**config.mk**
```make
export PLATFORM = sky130hd
export DESIGN_NAME = dwrc_div
export DESIGN_NICKNAME = d
export VERILOG_FILES = /design/src/rtl/dwrc_pkg.sv /design/src/rtl/dwrc_div.sv
export SDC_FILE = /design/constraint.sdc
export NUM_CORES = 1
export LEC_CHECK = 0
export BUFFER_PORTS_ARGS = -buffer_cell sky130_fd_sc_hd__buf_2
export CORE_MARGIN = 4
export CORE_UTILIZATION = 30
export CTS_CLUSTER_DIAMETER = 200
export CTS_CLUSTER_SIZE = 25
export DETAILED_ROUTE_END_ITERATION = 10
export PLACE_DENSITY = 0.57
export SETUP_SLACK_MARGIN = 0.3
export SLEW_MARGIN = 20
export SYNTH_ARGS = -nofsm -noshare
export SYNTH_HDL_FRONTEND = slang
export SYNTH_SLANG_ARGS = --single-unit
```
**constraint.sdc**
```tcl
create_clock -name i_clk -period 2.56 [get_ports i_clk]
set_input_delay 0.128 -clock i_clk [delete_from_list [all_inputs] [get_ports i_clk]]
set_output_delay 0.128 -clock i_clk [all_outputs]
set_load 0.1 [all_outputs]
```
**src/rtl/dwrc_pkg.sv**
```systemverilog
`timescale 1ns / 1ps
// ----------------------------------------------------------------------------
// dwrc_pkg
// Shared constants for the wall ray caster: map and walk defaults,
// register indexes, reset values and stream field widths.
// ----------------------------------------------------------------------------
package dwrc_pkg;

    localparam int MAP_WIDTH  = 32;
    localparam int MAP_HEIGHT = 32;
    localparam int TILE_SIZE  = 64;
    localparam int MAX_STEPS  = 64;

    localparam int CFG_IDX_W  = 3;
    localparam int CFG_DATA_W = 19;

    localparam logic [CFG_IDX_W-1:0] REG_POS_X         = 3'd0;
    localparam logic [CFG_IDX_W-1:0] REG_POS_Y         = 3'd1;
    localparam logic [CFG_IDX_W-1:0] REG_DIR_X         = 3'd2;
    localparam logic [CFG_IDX_W-1:0] REG_DIR_Y         = 3'd3;
    localparam logic [CFG_IDX_W-1:0] REG_PLANE_X       = 3'd4;
    localparam logic [CFG_IDX_W-1:0] REG_PLANE_Y       = 3'd5;
    localparam logic [CFG_IDX_W-1:0] REG_SCREEN_HEIGHT = 3'd6;
    localparam logic [CFG_IDX_W-1:0] REG_HALF_WIDTH    = 3'd7;

    localparam logic signed [15:0] RST_DIR_X   = 16'sd16384;
    localparam logic signed [15:0] RST_DIR_Y   = 16'sd0;
    localparam logic signed [15:0] RST_PLANE_X = 16'sd0;
    localparam logic signed [15:0] RST_PLANE_Y = 16'sd10813;
    localparam logic [11:0]        RST_SCREEN_H = 12'd480;
    localparam logic [10:0]        RST_HALF_W   = 11'd320;

    localparam logic KIND_LOAD = 1'b0;
    localparam logic KIND_CAST = 1'b1;

    localparam int IN_TDATA_W  = 32;
    localparam int OUT_TDATA_W = 112;

    // perp distance divisor width (|ray| up to 2^23)
    localparam int DEN_W = 24;

endpackage

```
**src/rtl/dwrc_div.sv**
```systemverilog
`timescale 1ns / 1ps
// ----------------------------------------------------------------------------
// dwrc_div
// Restoring divider, one quotient bit per cycle, shared by all divisions
// of the ray caster.
// ----------------------------------------------------------------------------
module dwrc_div #(
    parameter int NUM_W = 40,
    parameter int DEN_W = dwrc_pkg::DEN_W
) (
    input  logic             i_clk,
    input  logic             i_rst_n,
    input  logic             i_start,
    input  logic [NUM_W-1:0] i_num,
    input  logic [DEN_W-1:0] i_den,
    output logic             o_done,
    output logic [NUM_W-1:0] o_quo
);
    localparam int CNT_W = $clog2(NUM_W);

    logic             r_busy, r_done;
    logic [CNT_W-1:0] r_cnt;
    logic [NUM_W-1:0] r_num;
    logic [DEN_W-1:0] r_rem, r_den;
    logic [DEN_W:0]   trial;
    logic             q_bit;
    logic [DEN_W-1:0] n_rem;

    always_comb begin
        trial = {r_rem, r_num[NUM_W-1]};
        q_bit = (trial >= {1'b0, r_den});
        n_rem = q_bit ? DEN_W'(trial - {1'b0, r_den}) : trial[DEN_W-1:0];
    end

    always_ff @(posedge i_clk) begin
        if (!i_rst_n) begin
            r_busy <= 1'b0;
            r_done <= 1'b0;
            r_cnt  <= '0;
        end else begin
            r_done <= 1'b0;
            if (i_start) begin
                r_busy <= 1'b1;
                r_cnt  <= '0;
            end else if (r_busy) begin
                r_cnt <= r_cnt + 1'b1;
                if (r_cnt == CNT_W'(NUM_W - 1)) begin
                    r_busy <= 1'b0;
                    r_done <= 1'b1;
                end
            end
        end
    end

    always_ff @(posedge i_clk) begin
        if (i_start) begin
            r_num <= i_num;
            r_den <= i_den;
            r_rem <= '0;
        end else if (r_busy) begin
            r_num <= {r_num[NUM_W-2:0], q_bit};
            r_rem <= n_rem;
        end
    end

    assign o_done = r_done;
    assign o_quo  = r_num;

endmodule

```
# Yosys cells after proc, flatten, opt, wreduce, memory -nomap -nowiden
# Cells that the tools add are included.
[totals] regBits=96 inputBits=67 output_inout_bits=41 elab_cells=22
[classes] addsub=2 order_cmp=1 n_eq_ne=1 mux=7 bitwise_logic=2 n_reduce_logical=3
[ops] op="2-to-1 mux 40 bit" count=2
[ops] op="greater-or-equal comparator 25 x 24 -> 1 bit" count=1
[ops] op="2-to-1 mux 24 bit" count=1
[ops] op="subtractor 24 bit" count=1
[ops] op="adder 6 x 1 -> 6 bit (second input constant)" count=1
[ops] op="== test 6 bit (second input constant)" count=1
[ops] op="2-to-1 mux 1 bit" count=4
[ops] op="OR reduction 3 bit" count=1
[ops] op="NOT 1 bit" count=2
[ops] op="nonzero test 2 bit" count=1
[ops] op="OR reduction 2 bit" count=1

# Depth between registers and ports, before layout
# Gate-level depths: netlist of run 1.
[depth] word_depth=4 depth_mapped=12 depth_no_buf=12

# Worst setup path before layout of run 1
# No wires, ideal clock.
[synth_path] kind="reg-to-reg" startpoint="reg r_num[39] (netlist: o_quo[39])" endpoint="reg r_rem[22]" setup_ns=0.151 arrival_time_ns=3.151 t_required_ns=2.409 slack_ns=-0.742 path_stages_with_launch=13 path_buffers=0 period_less_slack_ns=3.302 cell_sequence="edfxtp_1 inv_1 ha_1 fa_1 nor2b_4 o2111a_1 o21ai_2 a21oi_2 a221o_1 a41oi_2 mux2_2 nor2_1 a311oi_2"
[synth_via] elab_chain_len=2 elab_cells_between_ends=3 cone_classes="add/sub: 1; order compare: 1; mux: 1"
[synth_lines] element="start, declared" line_no="dwrc_div.sv:23" source="logic [NUM_W-1:0] r_num;"
[synth_lines] element="start signal, assigned" line_no="dwrc_div.sv:57" source="r_num <= i_num;"
[synth_lines] element="start signal, assigned" line_no="dwrc_div.sv:61" source="r_num <= {r_num[NUM_W-2:0], q_bit};"
[synth_lines] element="subtractor 24 bit / greater-or-equal comparator 25 x 24 -> 1 bit (equally long branches)" line_no="dwrc_div.sv:32, dwrc_div.sv:31"
[synth_lines] element="2-to-1 mux 24 bit *" line_no="dwrc_div.sv:32" source="n_rem = q_bit ? DEN_W'(trial - {1'b0, r_den}) : trial[DEN_W-1:0];"
[synth_lines] element="end signal, assigned" line_no="dwrc_div.sv:62" source="r_rem <= n_rem;"
[synth_lines] element="end, declared" line_no="dwrc_div.sv:24" source="logic [DEN_W-1:0] r_rem, r_den;"
# Mark *: on every way between the ends. The rest lies on a longest branch, timed or not.
# A chain may end at the register's enable or synchronous reset.

# Worst setup path in the final report of run 1
[layout_path] startpoint="reg r_num[39] (netlist: o_quo[39])" endpoint="reg r_rem[16]"
# The elaborated chain is that of the path after synthesis.

==> results of run 1 <==
-- layer usage --
| metal | up-vias | part of all wire | GRT usage |
|---|---|---|---|
| li1 | 2043 | - | - |
| met1 | 1945 | 0.45 | 0.171 |
| met2 | 112 | 0.47 | 0.211 |
| met3 | 13 | 0.068 | 0.0376 |
| met4 | 0 | 0.017 | 0.0494 |
| met5 | - | 0 | 0 |
-- per-stage QoR --
stage | cell area, um^2 | util | std cells
2_1_floorplan | 5160 | - | 455
3_3_place_gp | 6170 | 0.370 | 802
3_5_place_dp | 6170 | 0.370 | 802
4_1_cts | 7260 | 0.436 | 858
5_1_grt | 7370 | 0.443 | 860
6_report | 7370 | 0.443 | 860
-- cell usage in the layout, fill, tap and decap left out, types with 4 or more instances in the layout --
| cell | count |
|---|---|
| buf_16 | 4 |
| mux2i_1 | 12 |
| inv_1 | 29 |
| xor2_1 | 4 |
| a21oi_2 | 17 |
| ha_1 | 16 |
| nand4_1 | 4 |
| a211oi_1 | 13 |
| buf_6 | 14 |
| dlygate4sd3_1 | 24 |
| nor2_4 | 7 |
| clkbuf_16 | 9 |
| buf_4 | 34 |
| o21ai_0 | 7 |
| nor2_1 | 38 |
| o21ai_2 | 5 |
| nand2_1 | 15 |
| mux2_2 | 39 |
| edfxtp_1 | 64 |
| dfxtp_1 | 32 |
| a21oi_1 | 13 |
| buf_12 | 4 |
| a21o_1 | 8 |
| o21ai_1 | 5 |
| nand2b_1 | 7 |
| a211oi_2 | 6 |
| ha_4 | 8 |
| buf_2 | 106 |
| xnor2_1 | 12 |
-- power by group through the flow --
stage	clock network, mW	logic, mW	registers (mW)
final	1.42	1.88	1.90
after global routing	1.51	2.00	1.92
after CTS	1.45	1.82	1.90
after detailed placement	0	1.48	1.92
after global placement	0	1.47	1.92
after floorplan	0	0.657	2.40
-- worst max-delay path: cells and delay by family, from the launching register on --
kind,cells,cell delay (ns)
compound gates,7,1.43
xor+xnor,1,0.09
fa+ha+maj,2,0.37
buf+inv,2,0.25
flops,1,0.41
simple gates,1,0.05
-- registers in the layout, indices dropped and copies added (netlist names) --
signal and flops:
r_busy 1, r_den 24, r_rem 24, r_cnt 6, o_quo 40, o_done 1
-- layout make-up --
cell class / count / area [um^2] / area share
Inverter: 32 / 120 / 0.0163
Sequential cell: 96 / 2560 / 0.348
Timing Repair Buffer: 186 / 1370 / 0.186
Multi-Input combinational cell: 310 / 2720 / 0.370
Clock inverter: 5 / 61.3 / 0.00832
Clock buffer: 11 / 253 / 0.0343
Tap cell: 220 / 275 / 0.0374
-- logic make-up after synthesis --
logic type,Yosys count,share of synthesized area
flops,96,0.502
mux,52,0.112
compound gates,104,0.143
xor+xnor,19,0.0326
buf+inv,49,0.0387
simple gates,109,0.108
fa+ha+maj,26,0.0651
-- how the worst max path moves through the flow --
stage / start / slack [ns] / endpoint
final: o_quo[39] / -0.14 / r_rem[16]
after global routing: o_quo[39] / -0.23 / r_rem[16]
after CTS: o_quo[39] / -0.16 / r_rem[16]
after detailed placement: o_quo[39] / -0.18 / r_rem[16]
after global placement: o_quo[39] / -0.12 / r_rem[16]
after floorplan: o_quo[39] / -0.66 / r_rem[22]
-- repair_timing --
item,4_1_cts,5_1_grt
hold buffers,24,0
endpoints found under the hold margin,24,0
cloned,4,1
setup buffers,12,1
pin swaps,35,18
resized for setup,76,22
setup endpoints to repair,25,25
==> metrics, run 1 <==
run status finished with violations; failing checks setup timing; pwr dens 706 nW/um^2; die height 138 um; crit path kind reg2reg; asr flop ratio synth 0; final worst slack -0.136 ns; Synthesized Nets 548; core area 16600 um^2; Hold Startpoint i_rst_n; Filler Cells Inserted 1545; DP Worst Slack -0.182 ns; Most common cell on crit path a21oi_2; GP Congestion 0.802; Power, Total 5.20 mW; startpoint types flop; hpwl dp 8.87 mm; crit path DAT 2.93 ns; H-tree lvl count 3; DIE WIDTH 138 um; Worst Hold Slack 0.0146 ns; Slowest cell on crit path edfxtp_1; WL/cell 14.8 um; Tcrit/Tclk final 1.05; worst hold path depth 2; Yosys reg bits 96; CTS Root Cell clkbuf_16; num rows 47; area delta synth->final 44.3%; leading area contributor after synthesis edfxtp_1; reg2reg end r_rem[16]; count of different cell masters after synthesis 57; Layout Skew 0.00773 ns; first-iteration detailed-routing DRC count 160; syn avg cell area 11.2 um^2; GRT Overall Usage 0.132; Setup Viol. Count Final 11; Slew HR 0.670; TritonCTS clock tree yes; IO Port Bufs 107; switching power 1.82 mW; critical path's largest stage delay 0.41 ns; Tightest Pin Transition 0.499 ns; Syn Std Cell Area 5110 um^2; detailed-route wire length 12.8 mm; hold crit path type in2reg; Leak 3.12 nW; crit-path max FO 3; synth cell count leaders edfxtp_1, nor2_1, mux2_2; crit end category flop; drt first pass iters 4; max-cap violations 0; reg2reg start o_quo[39]; primary flip-flop cell chosen by synthesis mapping edfxtp_1; post-layout min period 2.70 ns; final antenna diode count 0; Hold Path Sink r_busy; Clock Power Share 0.273; total CTS buffers 9; vias in the first global route 4331; Post-synth EDFFs 64; max-slew violation count 0; Via density 4.78; CTS Sinks 96; sequential share of power 0.365; Initial Util 0.307; Area contributors post-synth edfxtp_1, dfxtp_1, mux2_2, ha_1, nor2_1; largest net degree at the start of global routing 40; Reg2Reg Setup Slack -0.14 ns; switching portion of total power 0.350; top-count cell post-synth edfxtp_1; crit path cell chain inv_2, ha_4, fa_2, nor2b_4, o2111a_1, o21ai_2, a21oi_2, a221o_1, buf_6, a21o_1, a21oi_2, xnor2_1, a211o_1; Clock transition at path regs 0.06 ns; Final Hold Vio Count 0; IO Count 108; Mapped Cells 455; Clock Latency Late Sink 0.35 ns; antenna viol nets, final 0; DRC 0; IR drop worst, VDD 487 uV; GRT overflow 0; Clock Path Buffers 2; via count 4113; die area 19200 um^2; Worst Reg-to-Reg Cells 13; Seq/Total Area, Yosys 0.502; antenna violations before repair 0; share of the synthesized area in the top cell type 0.376; warnings from Yosys 0; power share of the combinational group 0.362; unrepaired setup endpoints after global routing true; setup TNS -0.650 ns; P_int 3.38 mW; Fmax 0.371 GHz; share of cells above drive strength 1 0.458; first-pass GRT wire length 21.2 mm; fin nets 728; Worst Path Required 2.80 ns
No activity file was read; power rests on OpenSTA's default activity.
==> run 2, diff against run 1 <==
--- a/config.mk
+++ b/config.mk
@@ -11,7 +11,7 @@
 export CTS_CLUSTER_DIAMETER = 200
 export CTS_CLUSTER_SIZE = 25
 export DETAILED_ROUTE_END_ITERATION = 10
-export PLACE_DENSITY = 0.57
+export PLACE_DENSITY = 0.55
 export SETUP_SLACK_MARGIN = 0.3
 export SLEW_MARGIN = 20
 export SYNTH_ARGS = -nofsm -noshare
==> constraint.sdc (replaced) <==
create_clock -name i_clk -period 3.5 [get_ports i_clk]
set_input_delay 0.175 -clock i_clk [delete_from_list [all_inputs] [get_ports i_clk]]
set_output_delay 0.175 -clock i_clk [all_outputs]
set_load 0.1 [all_outputs]
==> run 2 against run 1 <==
The run now ends clean. Non-clock buffer count shrank 55. Combinational power shrank 46%. Maximum frequency shrank 6.9%. Sequential share of layout area grew 5.5 points. Worst hold slack lost 0.0017 ns. Sequential power shrank 27%. Global-route usage shrank 0.92 points. Core utilization shrank 6.0 points. Worst setup slack gained 0.74 ns. Final area shrank 14%. Largest power group unchanged.
==> metrics, run 2 (synthesis gave the netlist of run 1 again) <==
largest net degree at the start of global routing 58; first-iteration detailed-routing DRC count 162; num rows 47; most frequent cells in the layout buf_2, edfxtp_1, nor2_1; switching portion of total power 0.365; area delta synth->final 24.7%; DIE WIDTH 138 um; max-cap violations 0; core area 16600 um^2; WL/cell 14.5 um; post-layout min period 2.90 ns; pwr dens 530 nW/um^2; crit end category flop; Slowest cell on crit path a221o_1; die height 138 um; IO Count 108; commonest non-fill, non-tap cell in the layout buf_2; register area 2560 um^2; antenna viol nets, final 0; Via density 4.75; Filler Cells Inserted 1639; via count 3823; Initial Util 0.307; unrepaired setup endpoints after global routing false; antenna violations before repair 0; Clock Power Share 0.287; startpoint types flop; Finished Core Util 0.383; Tightest Pin Transition 1.04 ns; Layout Skew 0.0113 ns; Fmax 0.345 GHz; Multi-input gate area 2350 um^2; crit path kind reg2reg; final antenna diode count 0; GRT Overall Usage 0.123; Buf/Inv on CP 2; setup TNS 0 ns; CTS resizes 0; hold crit path type in2reg; Final Hold Vio Count 0; sequential share of power 0.410; critical path's largest stage delay 0.39 ns; max-slew violation count 0; Clock Path Buffers 2; Leak 2.69 nW; IO Port Bufs 107; switching power 1.23 mW; GRT overflow 0; CTS Hold Bufs 18; Crit path max-delay family compound AO/OA/AOI/OAI gates; crit path cell chain inv_1, ha_1, and3_4, a221o_1, a211oi_1, o21ai_1, a31oi_4, buf_4, nor3_1, a21oi_1, o22ai_1; crit-path max FO 22; Worst Path Required 3.69 ns; total CTS buffers 9; share of cells above drive strength 1 0.311; run status finished, final reports clean; vias in the first global route 4024; Slew HR 0.304; IR drop worst, VDD 260 uV; Setup Viol. Count Final 0; CTS Sinks 96; DRC 0; first-pass GRT wire length 19.6 mm; detailed-route wire length 11.7 mm; GP Congestion 0.795; TritonCTS clock tree yes; die area 19200 um^2; hpwl dp 8.42 mm; fin nets 673; P_int 2.14 mW; Tcrit/Tclk final 0.827; H-tree lvl count 3; power share of the combinational group 0.303; Power, Total 3.38 mW; postcts setup bufs 0; Clock Latency Late Sink 0.35 ns; crit path DAT 3.08 ns; drt first pass iters 4; Clock transition at path regs 0.08 ns; max FFs per register 40; CTS Root Cell clkbuf_16
## run 2: worst paths after layout
path,endpoint,cells after the start,slack [ns],start
max,r_rem[2],11,0.60,r_den[20]
min reg2reg,r_cnt[5],2,0.50,r_cnt[5]
min,r_den[21],1,0.01,i_den[21]
max reg2reg,r_rem[2],11,0.60,r_den[20]
## run 2: final cells by class
type	count	area share
clock buffers	9	0.0354
flip-flops and latches	96	0.402
inverters	32	0.0189
repair buffers	131	0.121
well taps	220	0.0432
multi-input cells	310	0.369
clock inverters	7	0.0102
## run 2: metal layers
metal / GRT usage / wire length [um] / up-vias
li1: - / - / 1926
met1: 0.159 / 5460 / 1782
met2: 0.195 / 5260 / 106
met3: 0.0383 / 815 / 9
met4: 0.0463 / 169 / 0
met5: 0 / 0 / -
## run 2: through the flow
step | cell area, um^2 | std cells | setup slack, ns | hold WS [ns]
3_3_place_gp | 5880 | 769 | 0.668 | 0.354
3_5_place_dp | 5880 | 769 | 0.623 | 0.354
2_1_floorplan | 5110 | 455 | 0.280 | 0.274
4_1_cts | 6350 | 803 | 0.585 | 0.00277
6_report | 6370 | 805 | 0.604 | 0.0129
5_1_grt | 6370 | 805 | 0.328 | 0.00356
## run 2: power by group through the flow
stage	combinational [mW]	clock, mW	sequential [mW]
2_1_floorplan	0.464	0	1.75
3_3_place_gp	0.999	0	1.41
3_5_place_dp	1.01	0	1.41
4_1_cts	1.03	1.00	1.38
5_1_grt	1.10	1.05	1.40
6_report	1.02	0.969	1.38
